### config.mk
export PLATFORM = sky130hd
export DESIGN_NAME = lcg_jump_and_index_engine
export DESIGN_NICKNAME = d
export VERILOG_FILES = /design/src/rtl/lje_pkg.sv /design/src/rtl/lje_mul.sv /design/src/rtl/lje_seq.sv /design/src/rtl/lje_dp.sv /design/src/rtl/lcg_jump_and_index_engine.sv
export SDC_FILE = /design/constraint.sdc
export NUM_CORES = 2
export LEC_CHECK = 0
export ABC_CLOCK_PERIOD_IN_PS = 10400
export BUFFER_PORTS_ARGS = -buffer_cell sky130_fd_sc_hd__buf_4
export CAP_MARGIN = 20
export CELL_PAD_IN_SITES_DETAIL_PLACEMENT = 1
export CELL_PAD_IN_SITES_GLOBAL_PLACEMENT = 1
export CORE_UTILIZATION = 46
export CTS_BUF_LIST = sky130_fd_sc_hd__clkbuf_4
export DETAILED_ROUTE_END_ITERATION = 10
export PLACE_DENSITY_LB_ADDON = 0.2
export SETUP_SLACK_MARGIN = 0.4
export SYNTH_ARGS = -nofsm -noshare
export SYNTH_HDL_FRONTEND = slang
export SYNTH_SLANG_ARGS = --single-unit
### constraint.sdc
create_clock -name clk_i -period 10.4 [get_ports clk_i]
set_input_delay 2.08 -clock clk_i [delete_from_list [all_inputs] [get_ports clk_i]]
set_output_delay 2.08 -clock clk_i [all_outputs]
set_load 0.02 [all_outputs]
### src/rtl/lje_pkg.sv
// ----------------------------------------------------------------------------
// lje_pkg
// Shared types, constants and the microcode table of the LCG jump-ahead and
// index engine.
// ----------------------------------------------------------------------------
package lje_pkg;

  // Fixed field widths
  localparam int DATA_W  = 64;  // seed, steps, value and register words
  localparam int STEPS_W = 64;  // jump count
  localparam int RND_W   = 6;   // round counter, up to 64 rounds
  localparam int PC_W    = 4;   // microcode address
  localparam int CFG_AW  = 4;   // config register index

  // Config register indexes
  localparam logic [CFG_AW-1:0] REG_MULT  = CFG_AW'(0);
  localparam logic [CFG_AW-1:0] REG_INC   = CFG_AW'(1);
  localparam logic [CFG_AW-1:0] REG_IMULT = CFG_AW'(2);
  localparam logic [CFG_AW-1:0] REG_IINC  = CFG_AW'(3);

  // Command codes
  typedef enum logic [1:0] {
    CMD_FWD  = 2'd0,
    CMD_BWD  = 2'd1,
    CMD_IDX  = 2'd2,
    CMD_PASS = 2'd3
  } cmd_e;

  // Micro-operations
  typedef enum logic [2:0] {
    UOP_SKIPZ = 3'd0,  // branch to tgt when test bit is clear
    UOP_MUL   = 3'd1,  // multiply on shared unit, write back to dst
    UOP_SUB   = 3'd2,  // x -= c, set current bit of n
    UOP_LOOP  = 3'd3,  // end of round; branch to tgt unless last
    UOP_DONE  = 3'd4   // emit result, go idle
  } uop_e;

  typedef enum logic [1:0] {OPA_X = 2'd0, OPA_M = 2'd1, OPA_C = 2'd2} opa_e;
  typedef enum logic [1:0] {OPB_M = 2'd0, OPB_C = 2'd1, OPB_M1 = 2'd2} opb_e;
  typedef enum logic [1:0] {DST_X = 2'd0, DST_C = 2'd1, DST_M = 2'd2} dst_e;
  typedef enum logic {TST_STEPS = 1'b0, TST_XBIT = 1'b1} tst_e;
  typedef enum logic {LIM_JUMP = 1'b0, LIM_WIDTH = 1'b1} lim_e;
  typedef enum logic {OUT_X = 1'b0, OUT_N = 1'b1} out_e;

  // One control word
  typedef struct packed {
    uop_e            uop;
    opa_e            opa;
    opb_e            opb;
    dst_e            dst;
    logic            addc;
    tst_e            tst;
    lim_e            lim;
    out_e            outsel;
    logic [PC_W-1:0] tgt;
  } ucw_t;

  // Sequencer to datapath
  typedef struct packed {
    logic act;
    ucw_t cw;
  } ctl_t;

  // Datapath to sequencer
  typedef struct packed {
    logic test;
    logic last;
    logic mul_done;
  } stat_t;

  // Program labels
  localparam logic [PC_W-1:0] UPC_J_TOP  = PC_W'(0);
  localparam logic [PC_W-1:0] UPC_J_CUPD = PC_W'(2);
  localparam logic [PC_W-1:0] UPC_J_END  = PC_W'(5);
  localparam logic [PC_W-1:0] UPC_L_TOP  = PC_W'(6);
  localparam logic [PC_W-1:0] UPC_L_CUPD = PC_W'(9);

  function automatic ucw_t mk(input uop_e u, input opa_e a, input opb_e b,
                              input dst_e d, input logic ac, input tst_e t,
                              input lim_e l, input out_e o,
                              input logic [PC_W-1:0] g);
    ucw_t w;
    w.uop    = u;
    w.opa    = a;
    w.opb    = b;
    w.dst    = d;
    w.addc   = ac;
    w.tst    = t;
    w.lim    = l;
    w.outsel = o;
    w.tgt    = g;
    return w;
  endfunction

  // Microcode ROM
  //   jump:   per round: x = x*m + c if count bit set; c = m*c + c; m = m*m
  //   locate: per round: if x bit set {x -= c; n |= bit; c = c*m};
  //           c = c*(m+1); m = m*m
  function automatic ucw_t ucode(input logic [PC_W-1:0] pc);
    ucw_t w;
    w = mk(UOP_DONE, OPA_X, OPB_M, DST_X, 1'b0, TST_STEPS, LIM_JUMP, OUT_X, '0);
    unique case (pc)
      PC_W'(0):  w = mk(UOP_SKIPZ, OPA_X, OPB_M, DST_X, 1'b0, TST_STEPS, LIM_JUMP,
                        OUT_X, UPC_J_CUPD);
      PC_W'(1):  w = mk(UOP_MUL, OPA_X, OPB_M, DST_X, 1'b1, TST_STEPS, LIM_JUMP,
                        OUT_X, '0);
      PC_W'(2):  w = mk(UOP_MUL, OPA_M, OPB_C, DST_C, 1'b1, TST_STEPS, LIM_JUMP,
                        OUT_X, '0);
      PC_W'(3):  w = mk(UOP_MUL, OPA_M, OPB_M, DST_M, 1'b0, TST_STEPS, LIM_JUMP,
                        OUT_X, '0);
      PC_W'(4):  w = mk(UOP_LOOP, OPA_X, OPB_M, DST_X, 1'b0, TST_STEPS, LIM_JUMP,
                        OUT_X, UPC_J_TOP);
      PC_W'(5):  w = mk(UOP_DONE, OPA_X, OPB_M, DST_X, 1'b0, TST_STEPS, LIM_JUMP,
                        OUT_X, '0);
      PC_W'(6):  w = mk(UOP_SKIPZ, OPA_X, OPB_M, DST_X, 1'b0, TST_XBIT, LIM_WIDTH,
                        OUT_N, UPC_L_CUPD);
      PC_W'(7):  w = mk(UOP_SUB, OPA_X, OPB_M, DST_X, 1'b0, TST_XBIT, LIM_WIDTH,
                        OUT_N, '0);
      PC_W'(8):  w = mk(UOP_MUL, OPA_C, OPB_M, DST_C, 1'b0, TST_XBIT, LIM_WIDTH,
                        OUT_N, '0);
      PC_W'(9):  w = mk(UOP_MUL, OPA_C, OPB_M1, DST_C, 1'b0, TST_XBIT, LIM_WIDTH,
                        OUT_N, '0);
      PC_W'(10): w = mk(UOP_MUL, OPA_M, OPB_M, DST_M, 1'b0, TST_XBIT, LIM_WIDTH,
                        OUT_N, '0);
      PC_W'(11): w = mk(UOP_LOOP, OPA_X, OPB_M, DST_X, 1'b0, TST_XBIT, LIM_WIDTH,
                        OUT_N, UPC_L_TOP);
      PC_W'(12): w = mk(UOP_DONE, OPA_X, OPB_M, DST_X, 1'b0, TST_XBIT, LIM_WIDTH,
                        OUT_N, '0);
      default:   w = mk(UOP_DONE, OPA_X, OPB_M, DST_X, 1'b0, TST_STEPS, LIM_JUMP,
                        OUT_X, '0);
    endcase
    return w;
  endfunction

  // Program entry per command
  function automatic logic [PC_W-1:0] entry(input logic [1:0] cmd);
    logic [PC_W-1:0] pc;
    unique case (cmd)
      CMD_FWD, CMD_BWD: pc = UPC_J_TOP;
      CMD_IDX:          pc = UPC_L_TOP;
      default:          pc = UPC_J_END;  // pass-through
    endcase
    return pc;
  endfunction

endpackage

### src/rtl/lje_mul.sv
// ----------------------------------------------------------------------------
// lje_mul
// Multi-cycle modular multiplier: low WIDTH bits of a*b from three
// half-width partial products on one shared multiplier.
// ----------------------------------------------------------------------------
module lje_mul #(
  parameter int WIDTH = 64
) (
  input  logic             clk_i,
  input  logic             rst_ni,
  input  logic             go_i,
  input  logic [WIDTH-1:0] a_i,
  input  logic [WIDTH-1:0] b_i,
  output logic             done_o,
  output logic [WIDTH-1:0] p_o
);

  localparam int LW = (WIDTH + 1) / 2;
  localparam int PW = 2 * LW;

  logic [1:0]       phase_q, phase_d;
  logic [WIDTH-1:0] acc_q, acc_d;
  logic [LW-1:0]    a_lo, a_hi, b_lo, b_hi;
  logic [LW-1:0]    mx, my;
  logic [PW-1:0]    prod;

  // operand halves, high halves zero-extended
  assign a_lo = a_i[LW-1:0];
  assign b_lo = b_i[LW-1:0];
  assign a_hi = LW'(a_i[WIDTH-1:LW]);
  assign b_hi = LW'(b_i[WIDTH-1:LW]);

  // partial product select
  always_comb begin
    case (phase_q)
      2'd1:    begin mx = a_lo; my = b_hi; end
      2'd2:    begin mx = a_hi; my = b_lo; end
      default: begin mx = a_lo; my = b_lo; end
    endcase
  end

  assign prod = PW'(mx) * PW'(my);

  // accumulate: lo*lo, then cross terms shifted up by LW
  always_comb begin
    acc_d = acc_q;
    case (phase_q)
      2'd0:    acc_d = WIDTH'(prod);
      2'd1,
      2'd2:    acc_d = acc_q + (WIDTH'(prod) << LW);
      default: acc_d = acc_q;
    endcase
  end

  assign phase_d = (go_i && phase_q != 2'd3) ? phase_q + 2'd1 : 2'd0;

  always_ff @(posedge clk_i or negedge rst_ni) begin
    if (!rst_ni) begin
      phase_q <= 2'd0;
    end else begin
      phase_q <= phase_d;
    end
  end

  always_ff @(posedge clk_i) begin
    if (go_i) begin
      acc_q <= acc_d;
    end
  end

  assign done_o = go_i && (phase_q == 2'd3);
  assign p_o    = acc_q;

endmodule

### src/rtl/lje_seq.sv
// ----------------------------------------------------------------------------
// lje_seq
// Microcode sequencer: step counter, ROM fetch and conditional branches.
// ----------------------------------------------------------------------------
module lje_seq (
  input  logic                 clk_i,
  input  logic                 rst_ni,
  input  logic                 start_i,
  input  logic [1:0]           cmd_i,
  input  lje_pkg::stat_t       stat_i,
  output lje_pkg::ctl_t        ctl_o,
  output logic                 busy_o
);

  logic [lje_pkg::PC_W-1:0] pc_q, pc_d;
  logic                     busy_q, busy_d;
  lje_pkg::ucw_t            cw;

  assign cw = lje_pkg::ucode(pc_q);

  // next step
  always_comb begin
    pc_d   = pc_q;
    busy_d = busy_q;
    if (busy_q) begin
      unique case (cw.uop)
        lje_pkg::UOP_SKIPZ: pc_d = stat_i.test ? pc_q + 1'b1 : cw.tgt;
        lje_pkg::UOP_MUL: begin
          if (stat_i.mul_done) begin
            pc_d = pc_q + 1'b1;
          end
        end
        lje_pkg::UOP_SUB:   pc_d = pc_q + 1'b1;
        lje_pkg::UOP_LOOP:  pc_d = stat_i.last ? pc_q + 1'b1 : cw.tgt;
        default:            busy_d = 1'b0;  // done
      endcase
    end else if (start_i) begin
      pc_d   = lje_pkg::entry(cmd_i);
      busy_d = 1'b1;
    end
  end

  always_ff @(posedge clk_i or negedge rst_ni) begin
    if (!rst_ni) begin
      pc_q   <= '0;
      busy_q <= 1'b0;
    end else begin
      pc_q   <= pc_d;
      busy_q <= busy_d;
    end
  end

  assign ctl_o.act = busy_q;
  assign ctl_o.cw  = cw;
  assign busy_o    = busy_q;

endmodule

### src/rtl/lje_dp.sv
// ----------------------------------------------------------------------------
// lje_dp
// Datapath: state x, multiplier m, increment c, index n, round counter and
// shared multiplier, driven by the sequencer's control word.
// ----------------------------------------------------------------------------
module lje_dp #(
  parameter int WIDTH = 64
) (
  input  logic                        clk_i,
  input  logic                        rst_ni,
  input  logic                        load_i,
  input  logic [1:0]                  cmd_i,
  input  logic [WIDTH-1:0]            seed_i,
  input  logic [lje_pkg::STEPS_W-1:0] steps_i,
  input  logic [WIDTH-1:0]            mult_i,
  input  logic [WIDTH-1:0]            inc_i,
  input  logic [WIDTH-1:0]            imult_i,
  input  logic [WIDTH-1:0]            iinc_i,
  input  lje_pkg::ctl_t               ctl_i,
  output lje_pkg::stat_t              stat_o,
  output logic                        done_o,
  output logic [lje_pkg::DATA_W-1:0]  value_o
);

  logic [WIDTH-1:0]                  x_q, m_q, c_q, n_q, bit_q;
  logic [lje_pkg::STEPS_W-1:0]       steps_q;
  logic [lje_pkg::RND_W-1:0]         rnd_q;
  logic [lje_pkg::DATA_W-1:0]        value_q;
  logic                              done_q;
  lje_pkg::ucw_t                     cw;
  logic                              mul_go, mul_done;
  logic [WIDTH-1:0]                  opa, opb, mul_p, wb;
  logic                              last_jump;

  assign cw     = ctl_i.cw;
  assign mul_go = ctl_i.act && (cw.uop == lje_pkg::UOP_MUL);

  // operand select
  always_comb begin
    case (cw.opa)
      lje_pkg::OPA_M: opa = m_q;
      lje_pkg::OPA_C: opa = c_q;
      default:        opa = x_q;
    endcase
    case (cw.opb)
      lje_pkg::OPB_C:  opb = c_q;
      lje_pkg::OPB_M1: opb = m_q + WIDTH'(1);
      default:         opb = m_q;
    endcase
  end

  lje_mul #(.WIDTH(WIDTH)) u_mul (
    .clk_i  (clk_i),
    .rst_ni (rst_ni),
    .go_i   (mul_go),
    .a_i    (opa),
    .b_i    (opb),
    .done_o (mul_done),
    .p_o    (mul_p)
  );

  assign wb = mul_p + (cw.addc ? c_q : '0);

  // branch conditions; a jump ends early once no count bits remain
  assign last_jump = (rnd_q == '1) || (steps_q[lje_pkg::STEPS_W-1:1] == '0);

  assign stat_o.test     = (cw.tst == lje_pkg::TST_XBIT) ? |(x_q & bit_q) : steps_q[0];
  assign stat_o.last     = (cw.lim == lje_pkg::LIM_WIDTH) ?
                           (rnd_q == lje_pkg::RND_W'(WIDTH - 1)) : last_jump;
  assign stat_o.mul_done = mul_done;

  // working registers
  always_ff @(posedge clk_i) begin
    if (load_i) begin
      x_q     <= seed_i;
      m_q     <= (cmd_i == lje_pkg::CMD_BWD) ? imult_i : mult_i;
      c_q     <= (cmd_i == lje_pkg::CMD_BWD) ? iinc_i : inc_i;
      steps_q <= steps_i;
      n_q     <= '0;
      bit_q   <= WIDTH'(1);
      rnd_q   <= '0;
    end else if (ctl_i.act) begin
      case (cw.uop)
        lje_pkg::UOP_MUL: begin
          if (mul_done) begin
            case (cw.dst)
              lje_pkg::DST_C: c_q <= wb;
              lje_pkg::DST_M: m_q <= wb;
              default:        x_q <= wb;
            endcase
          end
        end
        lje_pkg::UOP_SUB: begin
          x_q <= x_q - c_q;
          n_q <= n_q | bit_q;
        end
        lje_pkg::UOP_LOOP: begin
          rnd_q   <= rnd_q + 1'b1;
          steps_q <= steps_q >> 1;
          bit_q   <= bit_q << 1;
        end
        lje_pkg::UOP_DONE: begin
          value_q <= lje_pkg::DATA_W'((cw.outsel == lje_pkg::OUT_N) ? n_q : x_q);
        end
        default: ;
      endcase
    end
  end

  // result strobe
  always_ff @(posedge clk_i or negedge rst_ni) begin
    if (!rst_ni) begin
      done_q <= 1'b0;
    end else begin
      done_q <= ctl_i.act && (cw.uop == lje_pkg::UOP_DONE);
    end
  end

  assign done_o  = done_q;
  assign value_o = value_q;

endmodule

### src/rtl/lcg_jump_and_index_engine.sv
// ----------------------------------------------------------------------------
// lcg_jump_and_index_engine
// Jump-ahead, jump-back and step-index engine for an LCG modulo 2^WIDTH,
// run by a microcoded sequencer over one shared multiplier.
// ----------------------------------------------------------------------------
//  channel  | signals                                  | flow
//  ---------+------------------------------------------+-----------------------
//  command  | start, busy, cmd_i, seed_i, steps_i      | taken when start & !busy
//  result   | done_o, value_o                          | one-cycle strobe
//  config   | cfg_valid_i, cfg_ready_o, cfg_addr_i,    | taken when valid & ready
//           | cfg_data_i                               |
//
// Each multiply runs on the shared 32x32 multiplier.
// Jump: each round updates c and m, and x too when the count bit is set; rounds
// stop after the highest set bit of steps (one round for a zero count, at most 64).
// Index: WIDTH rounds.
// The result strobe comes in the cycle after the final step; busy drops with it.
// Reset restores the registers to multiplier 1, increment 0, inverses 1 and 0.
// The receiver cannot stall; the block takes one command at a time.
// ----------------------------------------------------------------------------
module lcg_jump_and_index_engine #(
  parameter int WIDTH = 64
) (
  input  logic                         clk_i,
  input  logic                         rst_ni,
  input  logic                         start,
  output logic                         busy,
  input  logic [1:0]                   cmd_i,
  input  logic [lje_pkg::DATA_W-1:0]   seed_i,
  input  logic [lje_pkg::STEPS_W-1:0]  steps_i,
  output logic                         done_o,
  output logic [lje_pkg::DATA_W-1:0]   value_o,
  input  logic                         cfg_valid_i,
  output logic                         cfg_ready_o,
  input  logic [lje_pkg::CFG_AW-1:0]   cfg_addr_i,
  input  logic [lje_pkg::DATA_W-1:0]   cfg_data_i
);

  logic [WIDTH-1:0] mult_q, inc_q, imult_q, iinc_q;
  logic             accept;
  logic             cfg_we;
  lje_pkg::ctl_t    ctl;
  lje_pkg::stat_t   stat;

  assign accept      = start && !busy;
  assign cfg_ready_o = 1'b1;
  assign cfg_we      = cfg_valid_i && cfg_ready_o;

  // config registers
  always_ff @(posedge clk_i or negedge rst_ni) begin
    if (!rst_ni) begin
      mult_q  <= WIDTH'(1);
      inc_q   <= '0;
      imult_q <= WIDTH'(1);
      iinc_q  <= '0;
    end else if (cfg_we) begin
      unique case (cfg_addr_i)
        lje_pkg::REG_MULT:  mult_q  <= cfg_data_i[WIDTH-1:0];
        lje_pkg::REG_INC:   inc_q   <= cfg_data_i[WIDTH-1:0];
        lje_pkg::REG_IMULT: imult_q <= cfg_data_i[WIDTH-1:0];
        lje_pkg::REG_IINC:  iinc_q  <= cfg_data_i[WIDTH-1:0];
        default: ;
      endcase
    end
  end

  lje_seq u_seq (
    .clk_i   (clk_i),
    .rst_ni  (rst_ni),
    .start_i (start),
    .cmd_i   (cmd_i),
    .stat_i  (stat),
    .ctl_o   (ctl),
    .busy_o  (busy)
  );

  lje_dp #(.WIDTH(WIDTH)) u_dp (
    .clk_i   (clk_i),
    .rst_ni  (rst_ni),
    .load_i  (accept),
    .cmd_i   (cmd_i),
    .seed_i  (seed_i[WIDTH-1:0]),
    .steps_i (steps_i),
    .mult_i  (mult_q),
    .inc_i   (inc_q),
    .imult_i (imult_q),
    .iinc_i  (iinc_q),
    .ctl_i   (ctl),
    .stat_o  (stat),
    .done_o  (done_o),
    .value_o (value_o)
  );

  // checks
  a_done_idle: assert property (@(posedge clk_i) disable iff (!rst_ni)
    done_o |-> !busy)
    else $error("result strobe while still busy");

  a_accept_busy: assert property (@(posedge clk_i) disable iff (!rst_ni)
    accept |=> busy)
    else $error("accepted command did not start");

  a_single_strobe: assert property (@(posedge clk_i) disable iff (!rst_ni)
    done_o |=> !done_o)
    else $error("result strobe longer than one cycle");

  a_value_range: assert property (@(posedge clk_i) disable iff (!rst_ni)
    done_o |-> ((value_o >> WIDTH) == '0))
    else $error("result exceeds WIDTH bits");

endmodule

After elaboration in Yosys (flattened, before gate mapping)
Memories as Yosys holds them, arrays and structs flattened.
Cells that the tools add are included.
{"block": "op_classes", "n_reduce_logical": 39, "n_addsub": 7, "multipliers": 1, "muxes": 40, "n_eq_ne": 24, "bitwise_logic": 3}
{"cell": "2-to-1 mux 64 bit", "n": 21}
{"cell": "one-hot mux 64 bit (2 select lines)", "n": 4}
{"cell": "adder 64 bit", "n": 2}
{"cell": "adder 64 x 1 -> 64 bit (second input constant)", "n": 1}
{"cell": "AND 64 bit", "n": 1}
{"cell": "multiplier 32 x 32 -> 64 bit", "n": 1}
{"cell": "2-to-1 mux 32 bit", "n": 2}
{"cell": "bitwise OR 64 bit", "n": 1}
{"cell": "OR reduction 64 bit", "n": 1}
{"cell": "subtractor 64 bit", "n": 1}
{"cell": "logical NOT 63 bit", "n": 1}
{"cell": "2-to-1 mux 4 bit", "n": 5}
{"cell": "one-hot mux 4 bit (4 select lines)", "n": 1}
{"cell": "AND reduction 2 bit", "n": 8}
{"cell": "nonzero test 2 bit", "n": 8}
{"cell": "== test 2 bit (second input constant)", "n": 6}
{"cell": "AND reduction 4 bit", "n": 3}
{"cell": "== test 2 x 1 -> 1 bit (second input constant)", "n": 5}
{"cell": "== test 4 x 2 -> 1 bit (second input constant)", "n": 2}
{"cell": "adder 6 x 1 -> 6 bit (second input constant)", "n": 1}
{"cell": "== test 3 x 2 -> 1 bit (second input constant)", "n": 2}
{"cell": "== test 6 bit (second input constant)", "n": 1}
{"cell": "!= test 3 x 2 -> 1 bit (second input constant)", "n": 2}
{"cell": "one-hot mux 3 bit (2 select lines)", "n": 1}
{"cell": "other kinds (21)", "n": 33}
{"block": "totals", "reg_bits": 782, "elab_cells": 132, "output_inout_bits": 67, "mem_bits_ro": 272, "in_bits": 202, "mem_count": 1}
{"name": "(name not given)", "depth": 16, "width": 17, "read_ports": 1, "rd_ports_with_merged_regs": 0, "wr": 0, "line": "lje_pkg.sv:102", "text": "unique case (pc)"}

Depth between registers and ports, before layout
An unclocked memory read counts as a cell.
{"block": "depth", "depth_word": 8, "mapped_depth": 49, "ltp_nobuf": 46}

Cells and area by module
A second synthesis with hierarchy kept.
{"block": "hier_totals", "cells_unflattened": 8554, "area_unflattened_um2": 80021.7}
{"mod": "lje_mul", "cells_per_inst": 4180, "seq_area_each_um2": 1971.9, "instances": 1, "area_each_um2": 37308.3}
{"mod": "lje_dp", "cells_per_inst": 3715, "seq_area_each_um2": 12316.8, "instances": 1, "area_each_um2": 31642.8}
{"mod": "lcg_jump_and_index_engine", "cells_per_inst": 547, "seq_area_each_um2": 6408.6, "instances": 1, "area_each_um2": 10228.6}
{"mod": "lje_seq", "cells_per_inst": 112, "seq_area_each_um2": 125.1, "instances": 1, "area_each_um2": 842.1}

Worst setup path after synthesis
Ideal clock, no wire load.
{"block": "synth_path", "path_type": "reg-to-reg", "from": "reg u_seq.pc_q[0] (netlist bit)", "to": "reg u_dp.u_mul.acc_q[63], in the netlist u_dp.u_mul.p_o[63], data pin", "period_less_slack_ns": 10.432, "setup_time_ns": 0.268, "t_arrival_ns": 10.164, "path_stages_with_launch": 46, "slack_ns": -0.032, "n_path_buf": 5, "required_ns": 10.132, "path_cell_list": "dfrtp_1 -> inv_1 -> ha_1 -> mux2i_1 -> nor2_1 -> inv_1 -> ha_1 -> clkbuf_1 -> buf_1 -> clkbuf_1 -> a221oi_1 -> o31a_1 -> clkbuf_1 -> nor2_1 -> fa_1 -> fa_1 -> fa_1 -> inv_1 -> [... 10 more ...] -> inv_1 -> a21oi_1 -> a311oi_1 -> o21ai_0 -> a211oi_1 -> xnor2_1 -> ha_1 -> a21o_1 -> a21oi_1 -> nor2b_1 -> inv_1 -> o21ai_0 -> nor4_1 -> a2111oi_2 -> o21bai_1 -> a21oi_1 -> xnor2_1 -> mux2i_1"}
{"block": "synth_via", "elab_chain_len": 7, "word_cells_on_any_way": 12, "classes_between": "add/sub: 1; mul: 1; eq/ne: 4; mux: 5; memory: 1"}
{"element": "start, declared", "line": "lje_seq.sv:15", "text": "logic [lje_pkg::PC_W-1:0] pc_q, pc_d;"}
{"element": "start signal, assigned", "line": "lje_seq.sv:48", "text": "pc_q <= pc_d;"}
{"element": "memory read (16 x 17 bit) (*)"}
{"element": "== test 2 bit (tied with other cells)", "line": "lje_dp.sv:40", "text": "case (cw.opa)"}
{"element": "one-hot mux 64 bit (2 select lines) (on tied branches)", "line": "lje_dp.sv:40, lje_dp.sv:45"}
{"element": "2-to-1 mux 32 bit", "line": "lje_mul.sv:35", "text": "case (phase_q)"}
{"element": "multiplier 32 x 32 -> 64 bit (*)", "line": "lje_mul.sv:42", "text": "assign prod = PW'(mx) * PW'(my);"}
{"element": "adder 64 bit", "line": "lje_mul.sv:50", "text": "2'd2: acc_d = acc_q + (WIDTH'(prod) << LW);"}
{"element": "one-hot mux 64 bit (2 select lines) (*)", "line": "lje_mul.sv:47", "text": "case (phase_q)"}
{"element": "named net u_dp.u_mul.acc_d[63]", "line": "lje_mul.sv:22", "text": "logic [WIDTH-1:0] acc_q, acc_d;"}
{"element": "end signal, assigned", "line": "lje_mul.sv:67", "text": "acc_q <= acc_d;"}
{"element": "end, declared", "line": "lje_mul.sv:22"}
Mark *: on every way through the listed nets, which the timed path passes. The rest lies on a longest branch.
A chain may end at the register's enable or synchronous reset.

Worst setup path in the final report
{"block": "layout_path", "from": "reg u_dp.m_q[12]", "to": "reg u_dp.u_mul.acc_q[56], in the netlist u_dp.u_mul.p_o[56], data pin"}
{"block": "layout_via", "elab_chain_len": 6, "word_cells_on_any_way": 8, "classes_between": "add/sub: 2; mul: 1; mux: 5"}
{"element": "start, declared", "line": "lje_dp.sv:25", "text": "logic [WIDTH-1:0] x_q, m_q, c_q, n_q, bit_q;"}
{"element": "start signal, assigned", "line": "lje_dp.sv:76", "text": "m_q <= (cmd_i == lje_pkg::CMD_BWD) ? imult_i : mult_i;"}
{"element": "start signal, assigned", "line": "lje_dp.sv:88", "text": "lje_pkg::DST_M: m_q <= wb;"}
{"element": "adder 64 x 1 -> 64 bit", "line": "lje_dp.sv:47", "text": "lje_pkg::OPB_M1: opb = m_q + WIDTH'(1);"}
{"element": "one-hot mux 64 bit (2 select lines)", "line": "lje_dp.sv:45", "text": "case (cw.opb)"}
{"element": "2-to-1 mux 32 bit", "line": "lje_mul.sv:35"}
{"element": "multiplier 32 x 32 -> 64 bit (*)", "line": "lje_mul.sv:42"}
{"element": "adder 64 bit", "line": "lje_mul.sv:50"}
{"element": "one-hot mux 64 bit (2 select lines) (*)", "line": "lje_mul.sv:47"}
{"element": "named net u_dp.u_mul.acc_d[56]", "line": "lje_mul.sv:22"}
Marks and branches as above.

==> metrics.md <==
| Metric | Value |
|---|---|
| H-tree Lvls | 4 |
| Setup CP Type | reg2reg |
| Root Driver | clkbuf_4 |
| #FFs+latches synth | 782 |
| Via Count | 70,700 |
| Critical Path Start | u_dp.m_q[12] |
| Rows | 150 |
| Synth Area in Adders | 30.0% |
| Nets | 11,000 |
| Area contributors post-synth | fa_1 (23%), edfxtp_1 (15%), dfrtp_1 (8.4%) |
| Fmax achieved | 95.4 MHz |
| First-pass GRT wire length | 511 mm |
| Final ANT Viol Nets | 0 |
| Number of global-route vias before repair | 75,200 |
| Status | finished with violations |
| Synth cell types | 105 |
| Compound-Gate Fraction of Synth Area | 12.0% |
| DR WL/cell | 30.0 µm |
| Most frequent cells in the layout | nand2_1 (1,646), inv_1 (1,046), buf_4 (1,000), fa_1 (863), nor2_1 (503) |
| Initial Util | 46.6% |
| RSZ-0062 raised after global routing | yes |
| Number of max-cap violations | 0 |
| Largest area contributor in the netlist | fa_1 |
| Num CTS Buffers | 200 |
| Largest family of logic cells by synthesized area | adder cells |
| Die X-Extent | 414 µm |
| Die Height | 414 µm |
| Sequential area share after synthesis | 26.6% |
| Max Root-Sink Buffers | 3 |
| Final Setup Violations | 7 |
| Slew HR | 13.3% |
| Clock net sink count | 782 |
| CP most frequent cell | buf_4 |
| Commonest non-fill, non-tap cell in the layout | nand2_1 |
| YS warnings | 0 |
| Synthesized area | 0.0782 mm² |
| Synth top area share | 23.0% |
| Final Hold Viols | 0 |
| Die ar. | 0.172 mm² |
| Worst Hold Class | reg2reg |
| CP Max Fanout | 5 |
| Critical Path RT | 11.40 ns |
| Via/cell ratio | 5.98 |
| Total Wirelength | 355 mm |
| Final setup margin | -0.0771 ns |
| Min Clock Period, post-route | 10.48 ns |
| Worst path max stage delay | 0.50 ns |
| Final Cycle Share | 101% |
| Post-synth ARST share | 33.8% |
| DP Wirelength | 284 mm |
| Initial antenna violation count | 26 |
| Post-Syn Instances | 8,602 |
| Drt drc | 0 |
| Final core utilization | 56.0% |
| DRT Pass-1 Iters | 7 |
| Grt total ovfl | 0 |
| Buffers on Ports | 267 |
| Slew at the pin with the worst max-slew slack | 1.30 ns |
| Synth Net Count | 10,100 |
| Worst path slowest cell | fa_1 |
| Post-synthesis xor/xnor area fraction | 2.49% |
| CTS tree | built |
| WP buf/inv | 16 |
| Simple-gate share of the synthesized area | 15.8% |
| Area Overhead vs Synth | 20.3% |
| Gr usage total | 40.8% |
| Crit path launch type | flip-flop |
| Largest net degree at the start of global routing | 161 |
| Num ports | 269 |
| Post-synth top flop | edfxtp_1 |
| Number of synthesized flops with an enable pin | 384 |
| Mux contribution to synthesized area | 5.33% |
| Count of pins over their slew limit | 0 |
| Clk slew on worst S/H paths | 0.07 ns |
| Area of the core | 0.168 mm² |
| Syn Area/Cell | 9.09 µm² |
| Data arrival, critical path | 11.48 ns |
| Setup Skew | 0.0897 ns |
| Drt initial violations | 6,220 |
| Crit path max-delay family | adder cells |
| Share of layout cells above drive strength 1 | 22.8% |
| Worst skew pair latency | 1.32 ns |
| CP endpoint kind | flip-flop |
| Worst r2r src | u_dp.m_q[12] |
| Hold Path Origin | u_dp.n_q[17] |
| Routability cong. | 1.04 |
| Violated checks | setup timing |
[cell type report]
class                      count  area (µm²)
inverter                    1068        4010
timing repair buffer        1132        9740
fill                       19100       73900
sequential                   782       20800
clock inverter                78         497
clock buffer                 290        2180
antenna                       20        50.0
tap                         2204        2760
multi-input combinational   6250       54000
[worst register-to-register path, delay by kind of cell (launching register included)]
kind	cells	cell delay, ns
fa+ha+maj	10	4.37
buf+inv	16	1.82
flops	1	0.43
xor+xnor	2	0.34
compound gates	8	1.19
simple gates	11	2.00
[registers in the layout (all words and copies together), names as in the netlist]
register and cells:
iinc_q 64, imult_q 64, inc_q 64, mult_q 64, u_dp.bit_q 64, u_dp.c_q 64, u_dp.m_q 64, u_dp.n_q 64
u_dp.steps_q 64, u_dp.u_mul.p_o 64, u_dp.value_o 64, u_dp.x_q 64, u_dp.rnd_q 6, u_seq.pc_q 4, u_dp.u_mul.phase_q 2, u_dp.done_o 1
u_seq.busy_o 1
[cells in the mapped netlist, types with 21 or more instances]
cell type,n
ha_1,437
a21oi_1,387
clkbuf_1,401
o31a_1,21
o211ai_1,21
fa_1,899
inv_1,1067
nand3_1,78
nand2_1,1670
buf_2,46
and3_1,114
mux2i_1,71
dfxtp_1,134
nor2_1,534
a22o_1,38
nand4_1,83
o21bai_1,43
dfrtp_1,262
mux2_2,279
o21a_1,37
a31oi_1,124
edfxtp_1,384
a21o_1,128
xor2_1,93
o31ai_1,32
xnor2_1,129
nor2b_1,88
buf_1,35
a211oi_1,35
nor3_1,54
nand2b_1,28
a221oi_1,66
nor4_1,36
o21ai_0,346
and2_1,107
o21ai_1,27
[per-stage QoR]
stage	instance area [µm²]	setup slack (ns)	hold WS [ns]	instances	setup TNS (ns)
floorplan	78300	0.402	0.437	8602	0
global placement	87800	-0.373	0.447	11300	-2.18
detailed placement	87800	-0.599	0.458	11300	-4.76
CTS	92300	0.120	0.477	11800	0
global route	94100	-0.395	0.497	11800	-2.52
finish	94100	-0.0771	0.475	11800	-0.329
[kinds of logic (layout without fill, tap and decap cells)]
| family | after synthesis | count (layout) |
|---|---|---|
| compound gates | 1466 | 1466 |
| flops | 782 | 782 |
| mux | 364 | 364 |
| other cells | 1 | 21 |
| xor+xnor | 222 | 222 |
| fa+ha+maj | 1336 | 1336 |
| buf+inv | 1570 | 2568 |
| simple gates | 2861 | 2861 |
[path summary, 6_finish.rpt]
kind	to	slack (ns)	cells after the start
worst max register to register	u_dp.u_mul.p_o[56]	-0.08	47
worst min register to register	u_dp.n_q[17]	0.47	2
min in group asynchronous	mult_q[7]	0.88	1
worst min-delay path	u_dp.n_q[17]	0.47	2
worst max-delay path	u_dp.u_mul.p_o[56]	-0.08	47
max in group asynchronous	u_seq.pc_q[1]	8.04	2
[layer usage]
layer	track usage (%)	routed length, µm
met1	49.9	135000
met2	66.5	166000
met3	7.48	26100
met4	25.7	27900
met5	0	120
[what timing repair did]
item	4_1_cts	5_1_grt
setup endpoints to repair	26	28
buffers inserted	66	50
pin swaps	113	146
gates resized for setup	270	257
hold buffers	0	0
gates cloned	2	1
Power is not shown: default switching activity piles up to over one toggle a cycle in this logic, so the estimate is an artifact.
